--- src/sv/u2j_pkg.sv ---
// shared types, constants and helper functions of the utf-8 to json escaper
// no dependencies; the front, fifo, back and top level files import this package
package u2j_pkg;

  // token queue between the front and the back
  localparam int Q_DEPTH = 4;
  localparam int QPtrW   = $clog2(Q_DEPTH);
  localparam int QCntW   = $clog2(Q_DEPTH + 1);

  // ascii characters used by the escapes
  localparam logic [6:0] CH_QUOTE  = 7'h22;
  localparam logic [6:0] CH_BSLASH = 7'h5c;
  localparam logic [6:0] CH_LOW_U  = 7'h75;

  // code point constants
  localparam logic [15:0] REPL_UNIT = 16'hfffd;
  localparam logic [20:0] CP_MAX    = 21'h10ffff;
  localparam logic [20:0] CP_SUR_LO = 21'h00d800;
  localparam logic [20:0] CP_SUR_HI = 21'h00dfff;
  localparam logic [20:0] CP_PLANE1 = 21'h010000;
  localparam logic [5:0]  HI_SUR    = 6'b110110;
  localparam logic [5:0]  LO_SUR    = 6'b110111;

  typedef enum logic [2:0] {
    TK_CHAR,   // one literal character
    TK_SHORT,  // backslash and one character
    TK_UNIT,   // \uxxxx of the low 16 value bits
    TK_PAIR,   // surrogate pair of a supplementary code point
    TK_CLOSE   // closing quote of the string
  } tok_kind_e;

  typedef struct packed {
    tok_kind_e   kind;
    logic [20:0] value;
    logic        last;   // last token caused by its input item
  } tok_t;

  // number of continuation bytes a valid lead byte asks for, 0 otherwise
  function automatic logic [1:0] lead_need(input logic [7:0] b);
    logic [1:0] n;
    n = 2'd0;
    if (b >= 8'hc2 && b <= 8'hdf) n = 2'd1;
    else if (b >= 8'he0 && b <= 8'hef) n = 2'd2;
    else if (b >= 8'hf0 && b <= 8'hf4) n = 2'd3;
    return n;
  endfunction

  // true when a buffer starting with b and holding len bytes gives output
  // even without a string end (not a lead byte still waiting for its tail)
  function automatic logic emits_noend(input logic [7:0] b, input logic [2:0] len);
    logic [1:0] n;
    n = lead_need(b);
    return (len != 3'd0) && !((n != 2'd0) && (len < ({1'b0, n} + 3'd1)));
  endfunction

  function automatic logic [6:0] hex_char(input logic [3:0] n);
    logic [6:0] c;
    if (n < 4'd10) c = 7'h30 + {3'd0, n};
    else c = 7'h57 + {3'd0, n};
    return c;
  endfunction

  // characters one token expands to
  function automatic logic [3:0] tok_chars(input tok_kind_e k);
    logic [3:0] c;
    unique case (k)
      TK_CHAR:  c = 4'd1;
      TK_SHORT: c = 4'd2;
      TK_UNIT:  c = 4'd6;
      TK_PAIR:  c = 4'd12;
      TK_CLOSE: c = 4'd1;
      default:  c = 4'd1;
    endcase
    return c;
  endfunction

endpackage

--- src/sv/u2j_if.sv ---
// valid/ready channel interfaces of the escaper: byte input and character output
// no dependencies
interface u2j_in_if;
  logic       valid;
  logic       ready;
  logic [7:0] data_byte;
  logic       byte_present;
  logic       string_end;

  modport source (output valid, output data_byte, output byte_present,
                  output string_end, input ready);
  modport sink   (input valid, input data_byte, input byte_present,
                  input string_end, output ready);
endinterface

interface u2j_out_if;
  logic       valid;
  logic       ready;
  logic [6:0] out_char;
  logic       run_last;
  logic       closing_quote;

  modport source (output valid, output out_char, output run_last,
                  output closing_quote, input ready);
  modport sink   (input valid, input out_char, input run_last,
                  input closing_quote, output ready);
endinterface

--- src/sv/u2j_front.sv ---
// front of the escaper: accepts bytes, holds partial sequences, decodes them into tokens
// depends on u2j_pkg and u2j_in_if
module u2j_front (
  input  logic            clk_i,
  input  logic            rst_ni,
  u2j_in_if.sink          in_i,
  input  logic            q_full_i,
  output logic            q_push_o,
  output u2j_pkg::tok_t   q_tok_o
);
  import u2j_pkg::*;

  logic       busy_q, busy_d;
  logic       in_string_q, in_string_d;
  logic       at_end_q, at_end_d;
  logic [2:0] wlen_q, wlen_d;
  logic [7:0] wbuf_q [4];
  logic [7:0] wbuf_d [4];

  logic [7:0]  b0, c1, c2, c3;
  logic [1:0]  need;
  logic        have_all, cont_ok, bad_seq, emit_here, push;
  logic [20:0] cp;
  logic [6:0]  esc;
  logic [2:0]  k, sidx;
  logic [7:0]  buf_sh [4];
  tok_t        step_tok, tok;

  function automatic logic [6:0] short_esc(input logic [7:0] b);
    logic [6:0] e;
    unique case (b)
      8'h22:   e = 7'h22;
      8'h5c:   e = 7'h5c;
      8'h08:   e = 7'h62;
      8'h0c:   e = 7'h66;
      8'h0a:   e = 7'h6e;
      8'h0d:   e = 7'h72;
      8'h09:   e = 7'h74;
      default: e = 7'h00;
    endcase
    return e;
  endfunction

  assign b0 = wbuf_q[0];
  assign c1 = wbuf_q[1];
  assign c2 = wbuf_q[2];
  assign c3 = wbuf_q[3];
  assign need = lead_need(b0);
  assign have_all = wlen_q >= ({1'b0, need} + 3'd1);
  assign esc = short_esc(b0);

  // code point of the sequence at the head of the buffer
  always_comb begin
    cp = '0;
    cont_ok = 1'b1;
    unique case (need)
      2'd1: begin
        cp = {10'd0, b0[4:0], c1[5:0]};
        cont_ok = (c1[7:6] == 2'b10);
      end
      2'd2: begin
        cp = {5'd0, b0[3:0], c1[5:0], c2[5:0]};
        cont_ok = (c1[7:6] == 2'b10) && (c2[7:6] == 2'b10);
      end
      2'd3: begin
        cp = {b0[2:0], c1[5:0], c2[5:0], c3[5:0]};
        cont_ok = (c1[7:6] == 2'b10) && (c2[7:6] == 2'b10) && (c3[7:6] == 2'b10);
      end
      default: begin
        cp = '0;
        cont_ok = 1'b1;
      end
    endcase
  end

  assign bad_seq = !cont_ok || (cp > CP_MAX) || (cp >= CP_SUR_LO && cp <= CP_SUR_HI)
                || (b0 == 8'he0 && c1 < 8'ha0) || (b0 == 8'hed && c1 >= 8'ha0)
                || (b0 == 8'hf0 && c1 < 8'h90) || (b0 == 8'hf4 && c1 >= 8'h90);

  assign emit_here = (wlen_q != 3'd0) && (at_end_q || emits_noend(b0, wlen_q));

  // token for the byte at the head and the bytes it consumes
  always_comb begin
    step_tok = '{kind: TK_UNIT, value: {5'd0, REPL_UNIT}, last: 1'b0};
    k = 3'd1;
    if (!b0[7]) begin
      if (esc != 7'h00) begin
        step_tok.kind  = TK_SHORT;
        step_tok.value = {14'd0, esc};
      end else if (b0 < 8'h20) begin
        step_tok.kind  = TK_UNIT;
        step_tok.value = {13'd0, b0};
      end else begin
        step_tok.kind  = TK_CHAR;
        step_tok.value = {14'd0, b0[6:0]};
      end
    end else if (need != 2'd0 && have_all && !bad_seq) begin
      step_tok.kind  = (cp >= CP_PLANE1) ? TK_PAIR : TK_UNIT;
      step_tok.value = cp;
      k = {1'b0, need} + 3'd1;
    end
  end

  // buffer after the consumed bytes leave
  always_comb begin
    for (int i = 0; i < 4; i++) begin
      sidx = 3'(i) + k;
      buf_sh[i] = (sidx < 3'd4) ? wbuf_q[sidx[1:0]] : 8'h00;
    end
  end

  always_comb begin
    busy_d      = busy_q;
    in_string_d = in_string_q;
    at_end_d    = at_end_q;
    wlen_d      = wlen_q;
    wbuf_d      = wbuf_q;
    push        = 1'b0;
    tok         = step_tok;
    if (!busy_q) begin
      if (in_i.valid && (in_i.byte_present || in_i.string_end)) begin
        busy_d   = 1'b1;
        at_end_d = in_i.string_end;
        if (in_i.byte_present) begin
          wbuf_d[wlen_q[1:0]] = in_i.data_byte;
          wlen_d = wlen_q + 3'd1;
        end
      end
    end else if (!in_string_q) begin
      // opening quote
      push       = 1'b1;
      tok.kind   = TK_CHAR;
      tok.value  = {14'd0, CH_QUOTE};
      tok.last   = !(at_end_q || emits_noend(b0, wlen_q));
      if (!q_full_i) begin
        in_string_d = 1'b1;
        if (tok.last) busy_d = 1'b0;
      end
    end else if (emit_here) begin
      push     = 1'b1;
      tok.last = !(at_end_q || emits_noend(buf_sh[0], wlen_q - k));
      if (!q_full_i) begin
        wbuf_d = buf_sh;
        wlen_d = wlen_q - k;
        if (tok.last) busy_d = 1'b0;
      end
    end else if (at_end_q) begin
      push      = 1'b1;
      tok.kind  = TK_CLOSE;
      tok.value = {14'd0, CH_QUOTE};
      tok.last  = 1'b1;
      if (!q_full_i) begin
        in_string_d = 1'b0;
        wlen_d      = 3'd0;
        busy_d      = 1'b0;
      end
    end else begin
      // partial sequence stays held for the next item
      busy_d = 1'b0;
    end
  end

  assign in_i.ready = !busy_q;
  assign q_push_o   = push && !q_full_i;
  assign q_tok_o    = tok;

  always_ff @(posedge clk_i or negedge rst_ni) begin
    if (!rst_ni) begin
      busy_q      <= 1'b0;
      in_string_q <= 1'b0;
      at_end_q    <= 1'b0;
      wlen_q      <= 3'd0;
    end else begin
      busy_q      <= busy_d;
      in_string_q <= in_string_d;
      at_end_q    <= at_end_d;
      wlen_q      <= wlen_d;
    end
  end

  always_ff @(posedge clk_i) begin
    wbuf_q <= wbuf_d;
  end

endmodule

--- src/sv/u2j_fifo.sv ---
// short token queue between the front and the back of the escaper
// depends on u2j_pkg
module u2j_fifo (
  input  logic          clk_i,
  input  logic          rst_ni,
  input  logic          push_i,
  input  u2j_pkg::tok_t tok_i,
  output logic          full_o,
  input  logic          pop_i,
  output u2j_pkg::tok_t tok_o,
  output logic          empty_o
);
  import u2j_pkg::*;

  tok_t             mem_q [Q_DEPTH];
  logic [QPtrW-1:0] wr_q, wr_d, rd_q, rd_d;
  logic [QCntW-1:0] cnt_q, cnt_d;
  logic             do_push, do_pop;

  assign full_o  = (cnt_q == QCntW'(Q_DEPTH));
  assign empty_o = (cnt_q == '0);
  assign do_push = push_i && !full_o;
  assign do_pop  = pop_i && !empty_o;
  assign tok_o   = mem_q[rd_q];

  always_comb begin
    wr_d  = wr_q;
    rd_d  = rd_q;
    cnt_d = cnt_q;
    if (do_push) wr_d = (wr_q == QPtrW'(Q_DEPTH - 1)) ? '0 : wr_q + QPtrW'(1);
    if (do_pop)  rd_d = (rd_q == QPtrW'(Q_DEPTH - 1)) ? '0 : rd_q + QPtrW'(1);
    if (do_push && !do_pop) cnt_d = cnt_q + QCntW'(1);
    else if (do_pop && !do_push) cnt_d = cnt_q - QCntW'(1);
  end

  always_ff @(posedge clk_i or negedge rst_ni) begin
    if (!rst_ni) begin
      wr_q  <= '0;
      rd_q  <= '0;
      cnt_q <= '0;
    end else begin
      wr_q  <= wr_d;
      rd_q  <= rd_d;
      cnt_q <= cnt_d;
    end
  end

  always_ff @(posedge clk_i) begin
    if (do_push) mem_q[wr_q] <= tok_i;
  end

endmodule

--- src/sv/u2j_back.sv ---
// back of the escaper: expands tokens into ascii characters behind an output register
// depends on u2j_pkg and u2j_out_if
module u2j_back (
  input  logic          clk_i,
  input  logic          rst_ni,
  input  u2j_pkg::tok_t q_tok_i,
  input  logic          q_empty_i,
  output logic          q_pop_o,
  u2j_out_if.source     out_o
);
  import u2j_pkg::*;

  tok_t       cur_q, cur_d;
  logic       cur_valid_q, cur_valid_d;
  logic [3:0] idx_q, idx_d;
  logic       out_valid_q, out_valid_d;
  logic [6:0] out_char_q, out_char_d;
  logic       run_last_q, run_last_d;
  logic       closing_q, closing_d;

  logic        can_load, last_char, pop;
  logic [6:0]  ch;
  logic [19:0] cpm;
  logic [15:0] unit;
  logic [3:0]  sub;

  assign cpm = 20'(cur_q.value - CP_PLANE1);
  assign sub = (idx_q >= 4'd6) ? idx_q - 4'd6 : idx_q;

  always_comb begin
    if (cur_q.kind == TK_PAIR) begin
      unit = (idx_q >= 4'd6) ? {LO_SUR, cpm[9:0]} : {HI_SUR, cpm[19:10]};
    end else begin
      unit = cur_q.value[15:0];
    end
  end

  // character at the current position of the token
  always_comb begin
    ch = CH_QUOTE;
    unique case (cur_q.kind) inside
      TK_CHAR:  ch = cur_q.value[6:0];
      TK_SHORT: ch = (idx_q == 4'd0) ? CH_BSLASH : cur_q.value[6:0];
      TK_UNIT, TK_PAIR: begin
        case (sub)
          4'd0:    ch = CH_BSLASH;
          4'd1:    ch = CH_LOW_U;
          4'd2:    ch = hex_char(unit[15:12]);
          4'd3:    ch = hex_char(unit[11:8]);
          4'd4:    ch = hex_char(unit[7:4]);
          default: ch = hex_char(unit[3:0]);
        endcase
      end
      TK_CLOSE: ch = CH_QUOTE;
      default:  ch = CH_QUOTE;
    endcase
  end

  assign can_load  = !out_valid_q || out_o.ready;
  assign last_char = (idx_q == tok_chars(cur_q.kind) - 4'd1);

  always_comb begin
    cur_d       = cur_q;
    cur_valid_d = cur_valid_q;
    idx_d       = idx_q;
    out_valid_d = out_valid_q;
    out_char_d  = out_char_q;
    run_last_d  = run_last_q;
    closing_d   = closing_q;
    pop         = 1'b0;
    if (can_load) begin
      out_valid_d = cur_valid_q;
      out_char_d  = ch;
      run_last_d  = cur_q.last && last_char;
      closing_d   = (cur_q.kind == TK_CLOSE);
    end
    if (!cur_valid_q || (can_load && last_char)) begin
      pop         = !q_empty_i;
      cur_valid_d = !q_empty_i;
      cur_d       = q_tok_i;
      idx_d       = 4'd0;
    end else if (can_load) begin
      idx_d = idx_q + 4'd1;
    end
  end

  assign q_pop_o             = pop;
  assign out_o.valid         = out_valid_q;
  assign out_o.out_char      = out_char_q;
  assign out_o.run_last      = run_last_q;
  assign out_o.closing_quote = closing_q;

  always_ff @(posedge clk_i or negedge rst_ni) begin
    if (!rst_ni) begin
      cur_valid_q <= 1'b0;
      out_valid_q <= 1'b0;
      idx_q       <= 4'd0;
    end else begin
      cur_valid_q <= cur_valid_d;
      out_valid_q <= out_valid_d;
      idx_q       <= idx_d;
    end
  end

  always_ff @(posedge clk_i) begin
    cur_q      <= cur_d;
    out_char_q <= out_char_d;
    run_last_q <= run_last_d;
    closing_q  <= closing_d;
  end

endmodule

--- src/sv/utf8_to_json_ascii_escaper.sv ---
// top level of the utf-8 to quoted pure-ascii json string escaper
// depends on u2j_pkg, u2j_if, u2j_front, u2j_fifo and u2j_back
// - in_i takes one item per transfer: data_byte with byte_present, and
//   string_end to close the string; an item with neither flag is dropped
// - out_o gives one ascii character per transfer; run_last marks the last
//   character caused by an input item, closing_quote marks the final quote
// - after a transfer the front pushes its tokens one at a time (a quote, a
//   literal or short escape, a \uxxxx unit, a surrogate pair), or only
//   holds the byte; in_i.ready is low meanwhile, and stays low longer
//   while the queue is full
// - the back gives one character per cycle while out_o.ready allows it, so
//   the rate is set by the slower of the two: the front for plain text,
//   the back for escapes
// - the first character of an item passes the front's held buffer, the token
//   queue, the back's current token and the output register to reach out_o
// - a stalled receiver fills the output register, the back's current token
//   and the four-entry token queue, and then holds the front and in_i.ready
// - reset clears the string state, the held byte count and the queue; the
//   next byte starts a new string with its opening quote
module utf8_to_json_ascii_escaper (
  input  logic       clk_i,
  input  logic       rst_ni,
  u2j_in_if.sink     in_i,
  u2j_out_if.source  out_o
);
  import u2j_pkg::*;

  // tokens from the decoding front into the queue
  tok_t push_tok;
  logic push;
  logic q_full;

  // tokens from the queue into the expanding back
  tok_t head_tok;
  logic q_empty;
  logic pop;

  u2j_front u_front (
    .clk_i    (clk_i),
    .rst_ni   (rst_ni),
    .in_i     (in_i),
    .q_full_i (q_full),
    .q_push_o (push),
    .q_tok_o  (push_tok)
  );

  u2j_fifo u_fifo (
    .clk_i   (clk_i),
    .rst_ni  (rst_ni),
    .push_i  (push),
    .tok_i   (push_tok),
    .full_o  (q_full),
    .pop_i   (pop),
    .tok_o   (head_tok),
    .empty_o (q_empty)
  );

  // back holds one token in work and registers each character
  u2j_back u_back (
    .clk_i     (clk_i),
    .rst_ni    (rst_ni),
    .q_tok_i   (head_tok),
    .q_empty_i (q_empty),
    .q_pop_o   (pop),
    .out_o     (out_o)
  );

endmodule
--- src/flat_wrapper.sv ---
// flat-port wrapper written by rule: the top's interface ports become plain ports
module utf8_to_json_ascii_escaper_flat import u2j_pkg::*;
  (clk_i, rst_ni, in_i_valid, in_i_data_byte, in_i_byte_present, in_i_string_end, in_i_ready, out_o_valid, out_o_out_char, out_o_run_last, out_o_closing_quote, out_o_ready);
  u2j_in_if in_i_i ();
  u2j_out_if out_o_i ();
  input  logic clk_i;
  input  logic rst_ni;
  input wire logic [$bits(in_i_i.valid)-1:0] in_i_valid;
  input wire logic [$bits(in_i_i.data_byte)-1:0] in_i_data_byte;
  input wire logic [$bits(in_i_i.byte_present)-1:0] in_i_byte_present;
  input wire logic [$bits(in_i_i.string_end)-1:0] in_i_string_end;
  output wire logic [$bits(in_i_i.ready)-1:0] in_i_ready;
  output wire logic [$bits(out_o_i.valid)-1:0] out_o_valid;
  output wire logic [$bits(out_o_i.out_char)-1:0] out_o_out_char;
  output wire logic [$bits(out_o_i.run_last)-1:0] out_o_run_last;
  output wire logic [$bits(out_o_i.closing_quote)-1:0] out_o_closing_quote;
  input wire logic [$bits(out_o_i.ready)-1:0] out_o_ready;
  assign in_i_i.valid = in_i_valid;
  assign in_i_i.data_byte = in_i_data_byte;
  assign in_i_i.byte_present = in_i_byte_present;
  assign in_i_i.string_end = in_i_string_end;
  assign in_i_ready = in_i_i.ready;
  assign out_o_valid = out_o_i.valid;
  assign out_o_out_char = out_o_i.out_char;
  assign out_o_run_last = out_o_i.run_last;
  assign out_o_closing_quote = out_o_i.closing_quote;
  assign out_o_i.ready = out_o_ready;
  utf8_to_json_ascii_escaper u_core (.clk_i(clk_i), .rst_ni(rst_ni), .in_i(in_i_i), .out_o(out_o_i));
endmodule
--- config.mk ---
export PLATFORM = sky130hd
export DESIGN_NAME = utf8_to_json_ascii_escaper_flat
export DESIGN_NICKNAME = d
export VERILOG_FILES = /design/src/sv/u2j_pkg.sv /design/src/sv/u2j_if.sv /design/src/sv/u2j_front.sv /design/src/sv/u2j_fifo.sv /design/src/sv/u2j_back.sv /design/src/sv/utf8_to_json_ascii_escaper.sv /design/src/flat_wrapper.sv
export SDC_FILE = /design/constraint.sdc
export NUM_CORES = 1
export LEC_CHECK = 0
export BUFFER_PORTS_ARGS = -buffer_cell sky130_fd_sc_hd__buf_2
export CORE_ASPECT_RATIO = 0.9
export CORE_UTILIZATION = 63
export CTS_BUF_LIST = sky130_fd_sc_hd__clkbuf_16
export CTS_CLUSTER_DIAMETER = 30
export DETAILED_ROUTE_END_ITERATION = 12
export PLACE_DENSITY = 0.83
export SLEW_MARGIN = 10
export SYNTH_ARGS = -nofsm -noshare
export SYNTH_HDL_FRONTEND = slang
export SYNTH_SLANG_ARGS = --single-unit
--- constraint.sdc ---
create_clock -name clk_i -period 6.7 [get_ports clk_i]
set_input_delay 1.34 -clock clk_i [delete_from_list [all_inputs] [get_ports clk_i]]
set_output_delay 1.34 -clock clk_i [all_outputs]
set_load 0.05 [all_outputs]
==> out/metrics.cfg, run 1 <==
[run_status]
status = finished clean

[synthesis]
ys_ff_latch = 180
syn_avg_cell_area_sq_um = 11.9
syn-num-nets = 850
ys.flop_type = edfxtp_1
ys_seq_area_frac = 0.552
synth_edf_count = 161
syn_area_sq_mm = 0.00962
yosys_warnings = 0
ys_types = 68
async_flop_share = 0.106
syn_inst = 805

[timing]
slew_headroom = 0.205
holdWs_ns = 0.531
setup_viol = 0
period_needed_ns = 6.14
max_freq_mhz = 163
period_share = 0.916
worstMarginPinSlew_ns = 1.19
finalMaxSlewViolations = 0
rsz0062_at_grt = false
timing.setup.tns_ns = 0
setup_ws_ns = 0.563
hold_violations = 0
skew_ns = 0.00871

[critical_path]
worstSetupStartpointType = flip-flop
crit_type = flip-flop to flip-flop
slowest_delay_ns = 0.75
crit_required_ns = 6.91
arrival_ns = 6.35
crit_path_top_delay_cell = edfxtp_1
crit_fanout = 19
crit_family = compound AO/OA/AOI/OAI gates
worstPathBufferInverterCount = 3
path_cells = nand2_1 > nor2_1 > inv_1 > ha_1 > a31oi_1 > nor4b_2 > nand3_1 > a221oi_1 > o211ai_1 > a21oi_1 > a22o_1 > inv_1 > ha_1 > inv_1 > ha_1 > a211o_1 > a21oi_1 > nor2_1 > o21ai_0 > nand2_1 > a211o_1 > o22ai_1
worst_setup_path_end_kind = flip-flop

[clock_tree]
hold_buffers = 0
cts_sinks = 180
cts.htree.levels = 4
clk_pin_slew_ns = 0.07
numCtsBuffers = 17
cts_root_buf = clkbuf_16
clockBufferDepth = 2
cts-resized-gates = 0
tritoncts = built
insertion_delay_ns = 0.43
postCtsSetupBuffers = 0

[pwr]
p_comb_frac = 0.418
vdd_drop_max_mv = 0.368
switchingPower_uw = 2290
p_int_uw = 3320
p_sw_frac = 0.409
pwr-share-clk = 0.170
p_per_area_mw_per_mm2 = 536
finalPower_uw = 5610
seq_power_share = 0.412
power.leakage_uw = 0.00383

[global_route]
grt_pass1_wl_mm = 36.5
grt_max_degree = 40
grt_usage = 0.307
antenna_found_initial = 0
grt_pass1_vias = 6653
overflow = 0

[floorplanning]
core_sq_mm = 0.0148
die_h_microns = 119
dieArea_sq_mm = 0.0158
io-pin-count = 25
die_w_microns = 132
initial_core_util = 0.649
rows = 42

[cells_and_area]
post-route-util = 0.706
antennaDiodeCount = 0
fillers = 1060
finish.net_count = 859
final_layout_size_suffix_gt1_frac = 0.133
multi_input_area_sq_mm = 0.00401
regArea_sq_mm = 0.00531
area_delta_synth_final_pct = 8.74

[routing]
drcViolationCount = 0
dr.pass1.iters = 6
vias_per_cell = 6.74
wire_per_inst_microns = 22.3
via_count = 6905
routed_wl_mm = 22.9
ant_nets = 0
drt_iter0_drc = 797

[flow_run]
cap_violations = 0

[min_path]
holdCritPathClass = flip-flop to flip-flop

[placed_design]
gp_congestion = 0.950
port-buffer-count = 24
dpl_worst_slack_ns = 0.788
hpwlAfterDp_mm = 16.1

-- state kept, by name, indices dropped and copies added, names as in the netlist, 2 cells and up --
register	flops
u_core.u_back.idx_q	4
u_core.u_front.c3	8
u_core.u_fifo.rd_q	2
u_core.u_front.c1	8
u_core.u_fifo.cnt_q	3
u_core.u_front.b0	8
u_core.u_front.c2	8
u_core.u_front.wlen_q	3
u_core.u_fifo.wr_q	2
u_core.u_back.cur_q	24
u_core.u_fifo.mem_q	96
u_core.u_back.out_o.out_char	7
-- cell families (layout without fill, tap and decap cells) --
logic type	count (synthesis)	after routing	synth area share
AOI/OAI and AO/OA	210	210	0.147
xor gates and xnor gates	21	21	0.0191
adders and majority gates	31	31	0.0419
buffers and inverters	75	97	0.0317
DFF	180	180	0.552
muxes	53	53	0.0901
and+or+nand+nor	235	235	0.118
-- Yosys cell counts (all sizes together) (5+ instances only) --
cell type	count	share of area
nor2	71	0.028
nor2b	17	0.011
ha	29	0.038
a222oi	6	0.0062
buf	18	0.0095
nand3b	6	0.0047
mux2	9	0.011
o21a	6	0.0047
o21ai	45	0.023
nor3	10	0.0052
o22ai	11	0.0072
a21o	6	0.0047
a22oi	5	0.0039
a22o	24	0.022
nand2b	7	0.0046
a31oi	7	0.0046
and2	12	0.0078
dfrtp	19	0.049
xor2	11	0.010
nand3	14	0.0083
a211oi	6	0.0052
xnor2	10	0.0091
nor3b	6	0.0047
o211ai	8	0.0068
a21oi	51	0.027
mux2i	18	0.019
clkbuf	30	0.012
nand2	72	0.028
nand4	5	0.0033
mux4	26	0.061
edfxtp	161	0.50
inv	26	0.010
a221oi	9	0.0082
-- power by group through the flow --
stage / Sequential [uW] / Clock (uW) / Combinational (uW)
floorplan: 2120 / 0 / 1800
global placement: 2290 / 0 / 2230
detailed placement: 2310 / 0 / 2300
CTS: 2300 / 961 / 2330
global route: 2360 / 1010 / 2570
finish: 2310 / 952 / 2350
-- layout by cell type, fill, tap and decap left out, types with 9 or more instances in the layout --
cell | Yosys | layout
nor2b_1 | 17 | 17
a22o_1 | 24 | 24
and2_1 | 12 | 12
nor2_1 | 71 | 71
xor2_1 | 11 | 11
xnor2_1 | 10 | 10
o22ai_1 | 11 | 11
buf_2 | 7 | 24
nor3_1 | 10 | 10
mux2i_1 | 18 | 18
nand3_1 | 12 | 12
dfrtp_1 | 19 | 19
clkbuf_16 | 0 | 19
o21ai_0 | 43 | 43
nand2_1 | 72 | 72
buf_4 | 0 | 14
a21oi_1 | 51 | 51
mux2_2 | 9 | 9
a221oi_1 | 9 | 9
edfxtp_1 | 161 | 161
mux4_2 | 26 | 26
inv_1 | 26 | 29
ha_1 | 29 | 29
-- path summary, 6_finish.rpt --
check / cells past startpoint / startpoint / slack [ns] / endpoint
min in group asynchronous: 1 / rst_ni / 0.84 / u_core.u_front.at_end_q
hold / removal: 1 / u_core.u_back.cur_valid_q / 0.53 / u_core.u_back.out_o.valid
hold reg to reg: 1 / u_core.u_back.cur_valid_q / 0.53 / u_core.u_back.out_o.valid
setup / recovery: 22 / u_core.u_front.b0[7] / 0.56 / u_core.u_fifo.mem_q[2][0]
max in group asynchronous: 1 / rst_ni / 5.56 / u_core.u_fifo.rd_q[0]
setup reg to reg: 22 / u_core.u_front.b0[7] / 0.56 / u_core.u_fifo.mem_q[2][0]
-- layer usage --
metal | vias up | routed length, microns | track usage
li1 | 3093 | - | -
met1 | 3422 | 9480 | 0.415
met2 | 343 | 11400 | 0.501
met3 | 47 | 1540 | 0.0583
met4 | 0 | 522 | 0.111
met5 | - | 0 | 0
-- through the flow --
step	instances	area [sq um]
after global routing	1025	10500
after detailed placement	993	9890
final	1025	10500
after CTS	1025	10500
after global placement	993	9890
after floorplan	805	9620
-- layout make-up --
| type | count | area share |
|---|---|---|
| tap | 198 | 0.0237 |
| inverter | 27 | 0.00969 |
| clock inverter | 13 | 0.00885 |
| clock buffer | 19 | 0.0455 |
| timing repair buffer | 38 | 0.0215 |
| multi-input combinational | 550 | 0.383 |
| sequential | 180 | 0.508 |
Note: power is estimated with default switching activity, not from simulation.
==> run 2, diff against run 1 <==
--- a/config.mk
+++ b/config.mk
@@ -6,12 +6,13 @@
 export NUM_CORES = 1
 export LEC_CHECK = 0
 export BUFFER_PORTS_ARGS = -buffer_cell sky130_fd_sc_hd__buf_2
+export CAP_MARGIN = 0
 export CORE_ASPECT_RATIO = 0.9
-export CORE_UTILIZATION = 63
+export CORE_UTILIZATION = 67
 export CTS_BUF_LIST = sky130_fd_sc_hd__clkbuf_16
 export CTS_CLUSTER_DIAMETER = 30
 export DETAILED_ROUTE_END_ITERATION = 12
-export PLACE_DENSITY = 0.83
+export PLACE_DENSITY = 0.88
 export SLEW_MARGIN = 10
 export SYNTH_ARGS = -nofsm -noshare
 export SYNTH_HDL_FRONTEND = slang
==> constraint.sdc (replaced) <==
create_clock -name clk_i -period 7.2 [get_ports clk_i]
set_input_delay 1.44 -clock clk_i [delete_from_list [all_inputs] [get_ports clk_i]]
set_output_delay 1.44 -clock clk_i [all_outputs]
set_load 0.05 [all_outputs]
==> run 2 against run 1 <==
Against the previous run:
- core utilization is 4.4 points higher
- largest power group unchanged
- combinational power is 4% lower
- clock power is 2% higher
- largest cell class unchanged
- non-clock buffer count is 2 lower
- critical path depth is 1 higher
- critical endpoint is now u_core.u_fifo.mem_q[1][0]
- critical path type unchanged
- sequential cell count stayed put
- maximum frequency is 6.4% lower
==> out/metrics.cfg, run 2 (same netlist as run 1, synthesis figures left out) <==
[critical_path]
r2r-start = u_core.u_front.b0[5]  ; was u_core.u_front.b0[7]
regToRegSetupSlack_ns = 0.65  ; was 0.56 ns
arrival_ns = 6.79  ; was 6.35 ns
worstSetupStartpointType = flip-flop  ; unchanged
worstPathBufferInverterCount = 2  ; was 3
path_cells = and4b_1 > o211a_1 > nor2_1 > ha_1 > nand2b_1 > a31oi_1 > nor4b_2 > nand3_1 > a32oi_1 > a21oi_1 > a21oi_1 > a22o_1 > inv_1 > ha_1 > inv_1 > ha_1 > a211o_1 > a21oi_1 > nor2_1 > o21ai_0 > nand2_1 > a211o_1 > o22ai_1  ; was nand2_1 > nor2_1 > inv_1 > ha_1 > a31oi_1 > nor4b_2 > nand3_1 > a221oi_1 > o211ai_1 > a21oi_1 > a22o_1 > inv_1 > ha_1 > inv_1 > ha_1 > a211o_1 > a21oi_1 > nor2_1 > o21ai_0 > nand2_1 > a211o_1 > o22ai_1
crit_path_top_delay_cell = nand3_1  ; was edfxtp_1
slowest_delay_ns = 0.69  ; was 0.75 ns
r2r-end = u_core.u_fifo.mem_q[1][0]  ; was u_core.u_fifo.mem_q[2][0]
worst_setup_path_end_kind = flip-flop  ; unchanged
crit_family = compound AO/OA/AOI/OAI gates  ; unchanged
crit_required_ns = 7.43  ; was 6.91 ns
crit_type = flip-flop to flip-flop  ; unchanged
startpoint = u_core.u_front.b0[5]  ; was u_core.u_front.b0[7]
crit_fanout = 22  ; was 19
r2r_cells = 23  ; was 22

[timing]
skew_ns = 0.0122  ; was 0.00871 ns
setup_viol = 0  ; unchanged
period_needed_ns = 6.55  ; was 6.14 ns
slew_headroom = 0.147  ; was 0.205
timing.setup.tns_ns = 0  ; unchanged
period_share = 0.910  ; was 0.916
finalMaxSlewViolations = 0  ; unchanged
hold_violations = 0  ; unchanged
holdWs_ns = 0.565  ; was 0.531 ns
rsz0062_at_grt = false  ; unchanged
max_freq_mhz = 153  ; was 163 MHz
worstMarginPinSlew_ns = 1.28  ; was 1.19 ns

[clock_tree]
hold_buffers = 0  ; unchanged
tritoncts = built  ; unchanged
cts.htree.levels = 4  ; unchanged
clk_pin_slew_ns = 0.08  ; was 0.07 ns
cts-resized-gates = 0  ; unchanged
postCtsSetupBuffers = 0  ; unchanged
cts_root_buf = clkbuf_16  ; unchanged
clockBufferDepth = 2  ; unchanged
cts_sinks = 180  ; unchanged
numCtsBuffers = 17  ; unchanged
insertion_delay_ns = 0.45  ; was 0.43 ns

[floorplanning]
initial_core_util = 0.687  ; was 0.649
die_w_microns = 128  ; was 132 microns
die_h_microns = 116  ; was 119 microns
io-pin-count = 25  ; unchanged
core_sq_mm = 0.0140  ; was 0.0148 sq mm
rows = 41  ; was 42
dieArea_sq_mm = 0.0148  ; was 0.0158 sq mm

[pwr]
power.leakage_uw = 0.00383  ; about the same
p_per_area_mw_per_mm2 = 515  ; was 536 mW/mm^2
vdd_drop_max_mv = 0.259  ; was 0.368 mV

[routing]
wire_per_inst_microns = 24.9  ; was 22.3 microns
drcViolationCount = 0  ; unchanged
via_count = 7152  ; was 6905
drt_iter0_drc = 1149  ; was 797
vias_per_cell = 7.03  ; was 6.74
routed_wl_mm = 25.3  ; was 22.9 mm
ant_nets = 0  ; unchanged
dr.pass1.iters = 6  ; unchanged

[cells_and_area]
stdcell_count = 1018  ; was 1025
final_layout_size_suffix_gt1_frac = 0.135  ; was 0.133
largest_reg_flops = 96  ; unchanged
largest_registers = u_core.u_fifo.mem_q x96, u_core.u_back.cur_q x24  ; unchanged
top_register = u_core.u_fifo.mem_q  ; unchanged
finish.net_count = 857  ; was 859
fillers = 860  ; was 1060
antennaDiodeCount = 0  ; unchanged
layout_common_cells = edfxtp_1 (161), nand2_1 (72), nor2_1 (71)  ; unchanged
area_delta_synth_final_pct = 9.11  ; was 8.74%
final_common_cell = edfxtp_1  ; unchanged

[run_status]
status = finished clean  ; unchanged

[min_path]
worst_hold_startpoint = u_core.u_back.cur_valid_q  ; unchanged
min_path_cells = 1  ; unchanged
min_to = u_core.u_back.out_o.valid  ; unchanged
holdCritPathClass = flip-flop to flip-flop  ; unchanged

[global_route]
overflow = 0  ; unchanged
grt_pass1_wl_mm = 38.9  ; was 36.5 mm
grt_max_degree = 40  ; unchanged
antenna_found_initial = 1  ; was 0
grt_usage = 0.364  ; was 0.307
grt_pass1_vias = 6853  ; was 6653

[placed_design]
dp.cells = 986  ; was 993
hpwlAfterDp_mm = 17.8  ; was 16.1 mm
gp_congestion = 0.979  ; was 0.950
port-buffer-count = 24  ; unchanged

[flow_run]
cap_violations = 0  ; unchanged

==> run 2: cell count changes in the layout (fill, tap and decap cells not counted) <==
| cell | previous run | this run |
|---|---|---|
| inv_8 | 1 | 4 |
| clkinvlp_4 | 0 | 1 |
| inv_4 | 2 | 0 |
| inv_12 | 0 | 1 |
| inv_6 | 4 | 2 |
| clkinv_8 | 0 | 4 |
| inv_1 | 29 | 26 |
| bufinv_16 | 0 | 1 |
| clkbuf_16 | 19 | 17 |
| clkinv_2 | 1 | 0 |
| buf_4 | 14 | 12 |
==> run 2: metal layers <==
| metal | share of wire | track usage | up-vias |
|---|---|---|---|
| li1 | - | - | 3087 |
| met1 | 0.38 | 0.465 | 3449 |
| met2 | 0.49 | 0.605 | 496 |
| met3 | 0.084 | 0.0679 | 120 |
| met4 | 0.048 | 0.182 | 0 |
| met5 | 0 | 0 | - |
==> run 2: power by group <==
group          internal [uW]  leakage, uW  switching [uW]
Sequential              1750      0.00173             437
Combinational            857      0.00180            1390
Clock                    505     0.000300             465
Total                   3110      0.00383            2300
==> run 2: metrics by stage <==
step,setup WS [ns],total power (uW),utilization,cell area [sq um]
floorplan,1.77,3640,-,9620
global route,0.344,5640,0.749,10500
global placement,1.18,4200,0.705,9870
detailed placement,0.839,4350,0.705,9870
CTS,0.828,5340,0.749,10500
finish,0.647,5400,0.749,10500
==> run 2: final cells by class <==
type | count | area [sq um] | share of cell area
flip-flops and latches | 180 | 5310 | 0.506
inverters | 27 | 101 | 0.00966
repair buffers | 36 | 210 | 0.0200
clock buffers | 17 | 425 | 0.0405
well taps | 193 | 241 | 0.0230
multi-input cells | 550 | 4010 | 0.382
clock inverters | 15 | 199 | 0.0190
==> run 2: worst max-delay path by stage <==
stage	endpoint	slack [ns]	cells past startpoint
2_1_floorplan	u_core.u_fifo.mem_q[0][0]	1.77	26
3_3_place_gp	u_core.u_fifo.mem_q[0][0]	1.18	22
3_5_place_dp	u_core.u_fifo.mem_q[1][0]	0.84	23
4_1_cts	u_core.u_fifo.mem_q[1][0]	0.83	23
5_1_grt	u_core.u_fifo.mem_q[1][0]	0.34	23
6_report	u_core.u_fifo.mem_q[1][0]	0.65	23
==> run 2: worst register-to-register path, stage by stage (launching register included) <==
cell and delay [ns]:
edfxtp_1 0.62, and4b_1 0.29, o211a_1 0.60, nor2_1 0.16, ha_1 0.32, nand2b_1 0.09, a31oi_1 0.09, nor4b_2 0.43
nand3_1 0.69, a32oi_1 0.42, a21oi_1 0.14, a21oi_1 0.26, a22o_1 0.28, inv_1 0.08, ha_1 0.29, inv_1 0.06
ha_1 0.17, a211o_1 0.31, a21oi_1 0.17, nor2_1 0.06, o21ai_0 0.17, nand2_1 0.08, a211o_1 0.27, o22ai_1 0.30
